===== config.mk =====
export PLATFORM = sky130hd
export DESIGN_NAME = utf8_aware_char_sanitizer
export DESIGN_NICKNAME = d
export VERILOG_FILES = /design/src/hw/rtl/uacs_pkg.sv /design/src/hw/rtl/utf8_aware_char_sanitizer.sv
export SDC_FILE = /design/constraint.sdc
export NUM_CORES = 1
export LEC_CHECK = 0
export BUFFER_PORTS_ARGS = -buffer_cell sky130_fd_sc_hd__buf_2
export CAP_MARGIN = 0
export CELL_PAD_IN_SITES_DETAIL_PLACEMENT = 1
export CELL_PAD_IN_SITES_GLOBAL_PLACEMENT = 1
export CORE_ASPECT_RATIO = 1.25
export CORE_MARGIN = 2
export CORE_UTILIZATION = 40
export DETAILED_ROUTE_END_ITERATION = 10
export GPL_ROUTABILITY_DRIVEN = 0
export GPL_TIMING_DRIVEN = 0
export PLACE_DENSITY = 0.64
export SLEW_MARGIN = 20
export SYNTH_ARGS = -nofsm -noshare
export SYNTH_HDL_FRONTEND = slang
export SYNTH_SLANG_ARGS = --single-unit

===== constraint.sdc =====
create_clock -name i_clk -period 4.7 [get_ports i_clk]
set_clock_uncertainty 0.05 [all_clocks]
set_input_delay 0.705 -clock i_clk [delete_from_list [all_inputs] [get_ports i_clk]]
set_output_delay 0.705 -clock i_clk [all_outputs]
set_load 0.1 [all_outputs]

===== src/hw/rtl/uacs_pkg.sv =====
// ----------------------------------------------------------------------------
// uacs_pkg
// Shared constants and byte classification helpers for the UTF-8 aware
// character sanitizer.
// ----------------------------------------------------------------------------
package uacs_pkg;

    // characters produced or recognized by the sanitizer
    localparam logic [7:0] CH_UNDERSCORE = 8'h5f;
    localparam logic [7:0] CH_SPACE      = 8'h20;
    localparam logic [7:0] CH_BSLASH     = 8'h5c;
    localparam logic [7:0] CH_X          = 8'h78;

    // UTF-8 structure masks
    localparam logic [7:0] CONT_MASK  = 8'hc0;
    localparam logic [7:0] CONT_CODE  = 8'h80;
    localparam logic [7:0] LEAD2_MASK = 8'he0;
    localparam logic [7:0] LEAD2_CODE = 8'hc0;
    localparam logic [7:0] LEAD3_MASK = 8'hf0;
    localparam logic [7:0] LEAD3_CODE = 8'he0;
    localparam logic [7:0] LEAD4_MASK = 8'hf8;
    localparam logic [7:0] LEAD4_CODE = 8'hf0;

    // bytes that pass through unchanged
    function automatic logic keep_verbatim(input logic [7:0] b);
        logic keep;
        case (b) inside
            [8'h30:8'h39], [8'h41:8'h5a], [8'h61:8'h7a],
            8'h23, 8'h2b, 8'h2d, 8'h2e, 8'h3a, 8'h3d, 8'h40, 8'h5f,
            8'h2f, 8'h20, 8'h24, 8'h25, 8'h3f, 8'h2c: keep = 1'b1;
            default:                                  keep = 1'b0;
        endcase
        return keep;
    endfunction

    // sequence length announced by a lead byte, zero when not a lead
    function automatic logic [2:0] lead_length(input logic [7:0] b);
        logic [2:0] len;
        if ((b & LEAD2_MASK) == LEAD2_CODE) begin
            len = 3'd2;
        end else if ((b & LEAD3_MASK) == LEAD3_CODE) begin
            len = 3'd3;
        end else if ((b & LEAD4_MASK) == LEAD4_CODE) begin
            len = 3'd4;
        end else begin
            len = 3'd0;
        end
        return len;
    endfunction

    // ascii whitespace other than space
    function automatic logic is_other_space(input logic [7:0] b);
        return (b >= 8'h09) && (b <= 8'h0d);
    endfunction

endpackage


===== src/hw/rtl/utf8_aware_char_sanitizer.sv =====
// ----------------------------------------------------------------------------
// utf8_aware_char_sanitizer
// Sanitizes a byte string: safe ASCII passes, backslash-x passes, complete
// UTF-8 sequences pass whole, other whitespace becomes a space and every
// other byte becomes an underscore.
//
//   channel | valid       | ready       | payload
//   --------+-------------+-------------+-----------------------------------
//   input   | i_in_valid  | o_in_ready  | i_in_byte, i_in_last
//   output  | o_out_valid | i_out_ready | o_out_byte, o_run_last, o_string_end
//
// An input byte is taken into an input register, classified combinationally
// and its group of 0 to 4 result bytes loaded into a group register.
// The group register sends one byte per cycle while i_out_ready is high;
// the next input waits in the input register until the last byte of the
// current group is taken.
// Reset is synchronous and clears the hold state and both valid flags.
// Input is still accepted while the output side stalls, until the input
// register is also occupied.
// ----------------------------------------------------------------------------
module utf8_aware_char_sanitizer
    import uacs_pkg::*;
(
    input  logic       i_clk,
    input  logic       i_rst_n,
    input  logic       i_in_valid,
    output logic       o_in_ready,
    input  logic [7:0] i_in_byte,
    input  logic       i_in_last,
    output logic       o_out_valid,
    input  logic       i_out_ready,
    output logic [7:0] o_out_byte,
    output logic       o_run_last,
    output logic       o_string_end
);

    // input register
    logic       r_in_valid;
    logic [7:0] r_in_byte;
    logic       r_in_last;

    // hold state
    logic [7:0] r_held [3];
    logic [1:0] r_held_cnt;
    logic [2:0] r_need_len;

    // result group register
    logic       r_grp_valid;
    logic [7:0] r_grp_byte [4];
    logic [2:0] r_grp_cnt;
    logic [1:0] r_grp_idx;
    logic       r_grp_last;

    logic       in_xfer;
    logic       out_xfer;
    logic       grp_free;
    logic       advance;

    // classification results
    logic       is_cont;
    logic [2:0] held_p1;
    logic       seq_done;
    logic       cont_hold;
    logic       fresh;
    logic       fresh_keep;
    logic       fresh_hold;
    logic       fresh_emit;
    logic [7:0] fresh_byte;
    logic [2:0] fresh_lead;
    logic [1:0] flush_cnt;
    logic [1:0] tail_cnt;
    logic [1:0] n_held_cnt;
    logic [2:0] n_need_len;
    logic [2:0] res_cnt;
    logic [7:0] res_byte [4];

    // handshakes
    assign in_xfer     = i_in_valid && o_in_ready;
    assign out_xfer    = r_grp_valid && i_out_ready;
    assign o_out_valid = r_grp_valid;
    assign o_run_last  = (({1'b0, r_grp_idx} + 3'd1) == r_grp_cnt);
    assign o_string_end = o_run_last && r_grp_last;
    assign o_out_byte  = r_grp_byte[r_grp_idx];
    assign grp_free    = !r_grp_valid || (i_out_ready && o_run_last);
    assign advance     = r_in_valid && grp_free;
    assign o_in_ready  = !r_in_valid || grp_free;

    // decide the fate of the registered byte against the hold state
    always_comb begin
        is_cont    = ((r_in_byte & CONT_MASK) == CONT_CODE);
        held_p1    = {1'b0, r_held_cnt} + 3'd1;
        seq_done   = 1'b0;
        cont_hold  = 1'b0;
        fresh      = 1'b0;
        flush_cnt  = 2'd0;

        if (r_held_cnt == 2'd0) begin
            fresh = 1'b1;
        end else if (r_need_len == 3'd0) begin
            // held backslash
            if (r_in_byte == CH_X) begin
                seq_done = 1'b1;
            end else begin
                flush_cnt = r_held_cnt;
                fresh     = 1'b1;
            end
        end else if (is_cont) begin
            if (held_p1 == r_need_len) begin
                seq_done = 1'b1;
            end else begin
                cont_hold = 1'b1;
            end
        end else begin
            // broken sequence
            flush_cnt = r_held_cnt;
            fresh     = 1'b1;
        end

        // examine byte as if nothing were held
        fresh_keep = keep_verbatim(r_in_byte);
        fresh_lead = lead_length(r_in_byte);
        fresh_hold = fresh && !fresh_keep &&
                     ((r_in_byte == CH_BSLASH) || (fresh_lead != 3'd0));
        fresh_emit = fresh && !fresh_hold;
        if (fresh_keep) begin
            fresh_byte = r_in_byte;
        end else if (is_other_space(r_in_byte)) begin
            fresh_byte = CH_SPACE;
        end else begin
            fresh_byte = CH_UNDERSCORE;
        end

        // next hold state
        if (cont_hold) begin
            n_held_cnt = r_held_cnt + 2'd1;
            n_need_len = r_need_len;
        end else if (fresh_hold) begin
            n_held_cnt = 2'd1;
            n_need_len = fresh_lead;
        end else begin
            n_held_cnt = 2'd0;
            n_need_len = 3'd0;
        end

        // end of string flushes whatever is still held
        tail_cnt = 2'd0;
        if (r_in_last) begin
            tail_cnt   = n_held_cnt;
            n_held_cnt = 2'd0;
            n_need_len = 3'd0;
        end

        // result group
        if (seq_done) begin
            res_cnt     = held_p1;
            res_byte[0] = r_held[0];
            res_byte[1] = (r_held_cnt > 2'd1) ? r_held[1] : r_in_byte;
            res_byte[2] = (r_held_cnt > 2'd2) ? r_held[2] : r_in_byte;
            res_byte[3] = r_in_byte;
        end else begin
            res_cnt = {1'b0, flush_cnt} + {2'b00, fresh_emit} + {1'b0, tail_cnt};
            for (int j = 0; j < 4; j++) begin
                res_byte[j] = (fresh_emit && (2'(j) == flush_cnt)) ? fresh_byte
                                                                   : CH_UNDERSCORE;
            end
        end
    end

    // control registers
    always_ff @(posedge i_clk) begin
        if (!i_rst_n) begin
            r_in_valid  <= 1'b0;
            r_held_cnt  <= 2'd0;
            r_need_len  <= 3'd0;
            r_grp_valid <= 1'b0;
            r_grp_cnt   <= 3'd0;
            r_grp_idx   <= 2'd0;
        end else begin
            if (in_xfer) begin
                r_in_valid <= 1'b1;
            end else if (advance) begin
                r_in_valid <= 1'b0;
            end

            // a new group replaces the one whose last byte leaves now
            if (advance) begin
                r_held_cnt  <= n_held_cnt;
                r_need_len  <= n_need_len;
                r_grp_valid <= (res_cnt != 3'd0);
                r_grp_cnt   <= res_cnt;
                r_grp_idx   <= 2'd0;
            end else if (out_xfer) begin
                if (o_run_last) begin
                    r_grp_valid <= 1'b0;
                end
                r_grp_idx <= r_grp_idx + 2'd1;
            end
        end
    end

    // payload registers
    always_ff @(posedge i_clk) begin
        if (in_xfer) begin
            r_in_byte <= i_in_byte;
            r_in_last <= i_in_last;
        end
        if (advance) begin
            r_grp_last <= r_in_last;
            for (int j = 0; j < 4; j++) begin
                r_grp_byte[j] <= res_byte[j];
            end
            if (cont_hold) begin
                r_held[r_held_cnt] <= r_in_byte;
            end else if (fresh_hold) begin
                r_held[0] <= r_in_byte;
            end
        end
    end

endmodule


==> run metrics <==
Placement Cell Area ~4400 sq um; Synth top area share just under 50%; post-layout net count 379; CP max FO 9; setup TNS 0 ns; Port Buffers 23; RSZ-0062 raised after global routing no; commonest non-fill, non-tap cell in the layout edfxtp_1; max_slew headroom roughly 50%; Finished Cell Area roughly 4700 sq um; total congestion overflow 0; Critical Path Source Type register; die area about 11000 sq um; CTS H-tree depth 3; Hold-fix buffers, CTS 0; HPWL Detailed roughly 7 mm; family with the most delay on the worst path adder cells; P per Cell Area ~370 nW/um^2; fmax roughly 0.23 GHz; share of layout cells above drive strength 1 between 20% and 30%; Storage cell area between 2000 and 2500 sq um; count of state elements after synthesis 80; worst path cell trace clkbuf_1, inv_1, ha_1, xor2_1, nor3_2, or3_1, clkbuf_1, nor2_1, o21a_1, fa_1, inv_1, fa_1, or4_1, nand3_1; Initial DRC Count 110; time the worst path needs with I/O delays and setup 4.30 ns; pre-CTS setup slack between 0.4 and 0.5 ns; Syn Inst Count roughly 320; Vias between 2000 and 3000; Yosys Warn Count 0; MaxCap Viol Count 0; CP arrival between 4 and 5 ns; multi-input combinational cell area approximately 1600 sq um; EDFF count, synth 66; CTS Buf Count 9; crit path kind reg2reg; detailed-route vias per instance 5.34; FP Rows between 40 and 50; initial antenna violation count 0; root buffer cell clkbuf_16; first-pass GRT wire length ~15 mm; area delta synth->final 15.2%; PostCTS Resize Cnt 0; Most used DFF post-synth edfxtp_1; Final WS setup a little under 0.4 ns; Clock Sinks 80; post-synth cell types a little over 70; Chip Width 94.1 um; Wirelength per Cell roughly 19 um; Max rail drop VDD ~210 uV; CP peak stage delay between 0.5 and 0.6 ns; Pleak 0.00152 uW; final worst path period share between 90% and 100%; DRC Markers 0; Post-Syn Area per Cell 12.6 sq um; Final ANT Viol Nets 0; drt first pass iters 4; Critical Path Slowest Stage Cell or4_1; Post-Syn Nets about 340; largest net degree at the start of global routing 38; ant diodes 0; most frequent cells in the layout 66 x edfxtp_1, 35 x buf_2, 26 x nor2_1; status complete, no violations; CTS tree yes; Core Area about 10000 sq um; CP endpoint kind register; Hold Crit Class reg2reg; Post-Syn Area a little over 4000 sq um; number of global-route vias before repair ~2700; final hold violation count 0; Initial Utilization about two fifths; Worst EP required about 4.9 ns; Post-Layout Cell Count just under 500; Max Slew Vio Count 0; endpoints failing setup 0; main area contributors after synthesis edfxtp_1 49%, dfxtp_1 6.9%, mux4_2 4.4%; Seq/Total Area, Yosys between 50 and 60%; buffers and inverters on the worst path 4; Post CTS Setup Buffer Count 0; # fillers approximately 1100; placed insts roughly 480; Die H 117 um; I/O pins 25; Clock Path Buffers 2; Synth async-reset ratio 0%; Clock Pin Slew Worst Setup and Hold Paths approximately 0.060 ns; Synth area leader edfxtp_1; wirelength, routed around 9.1 mm; worst skew pair latency ~0.33 ns; total track usage a little under a fifth; Slew @ Worst Pin 0.755 ns
[Yosys cell counts, drive strengths merged (3+ instances only)]
cell / number
edfxtp: 66
nor2: 28
nand2: 20
a21oi: 17
buf: 16
dfxtp: 14
inv: 14
o21ai: 12
a2bb2oi: 8
mux4: 8
nand3: 8
o22ai: 8
mux2i: 7
nor4: 7
nor3: 6
clkbuf: 5
ha: 5
nand2b: 5
o21a: 5
o22a: 5
xor2: 5
or3: 4
nand4: 3
nor3b: 3
o2111ai: 3
or4: 3
[area by class of cell]
cell class                 instances  share of cell area (%)
tap                              129                    3.45
multi-input combinational        207                    35.2
clock buffer                       9                    4.81
buffer                            21                    2.51
inverter                          15                    1.20
timing repair buffer              25                    2.67
sequential                        80                    48.3
clock inverter                     7                    1.84
[worst min-delay path, cell delays in order, from the launching register on]
cell,delay (ns)
dfxtp_1,0.32
nand2_1,0.06
a21oi_1,0.05
[state kept, by name, summed over array words and instances (netlist names), named ones only]
register and cells:
r_held 24, r_grp_last 1, r_grp_idx 2, r_in_valid 1, o_out_valid 1, r_grp_cnt 3
r_in_last 1, r_in_byte 8, r_need_len 3, r_grp_byte 32, r_held_cnt 2
[final timing paths]
check | slack, ns | startpoint | endpoint | cells after the start
setup / recovery | 0.40 | r_held_cnt[1] | r_grp_cnt[1] | 14
hold reg to reg | 0.42 | r_need_len[1] | r_need_len[1] | 2
hold / removal | 0.42 | r_need_len[1] | r_need_len[1] | 2
setup reg to reg | 0.40 | r_held_cnt[1] | r_grp_cnt[1] | 14
[through the flow]
| stage | utilization, % | hold WS [ns] | power (uW) |
|---|---|---|---|
| after floorplan | - | 0.401 | 957 |
| after global placement | 43.4 | 0.416 | 998 |
| final | 46.8 | 0.424 | 1710 |
| after CTS | 46.8 | 0.428 | 1720 |
| after global routing | 46.8 | 0.472 | 1780 |
| after detailed placement | 43.6 | 0.421 | 1000 |
[layer usage]
| metal | vias to the layer above | share of wire (%) | track usage [%] |
|---|---|---|---|
| li1 | 1309 | - | - |
| met1 | 1286 | 46 | 24.6 |
| met2 | 30 | 49 | 29.5 |
| met3 | 10 | 2.3 | 3.55 |
| met4 | 0 | 2.3 | 7.54 |
| met5 | - | 0 | 0 |
[power by group]
part / switching, uW / leakage [uW] / total [uW] / internal (uW)
combinational: 134 / 0.000706 / 185 / 51.1
sequential: 13.5 / 0.000658 / 801 / 787
clock: 264 / 0.000154 / 724 / 460
[kinds of logic after synthesis]
logic type	share of synthesized area [%]
flops	55.7
xor+xnor	1.51
fa+ha+maj	2.53
mux	6.16
simple gates	14.4
buf+inv	4.28
compound gates	15.4
Note: power is estimated with default switching activity, not from simulation.
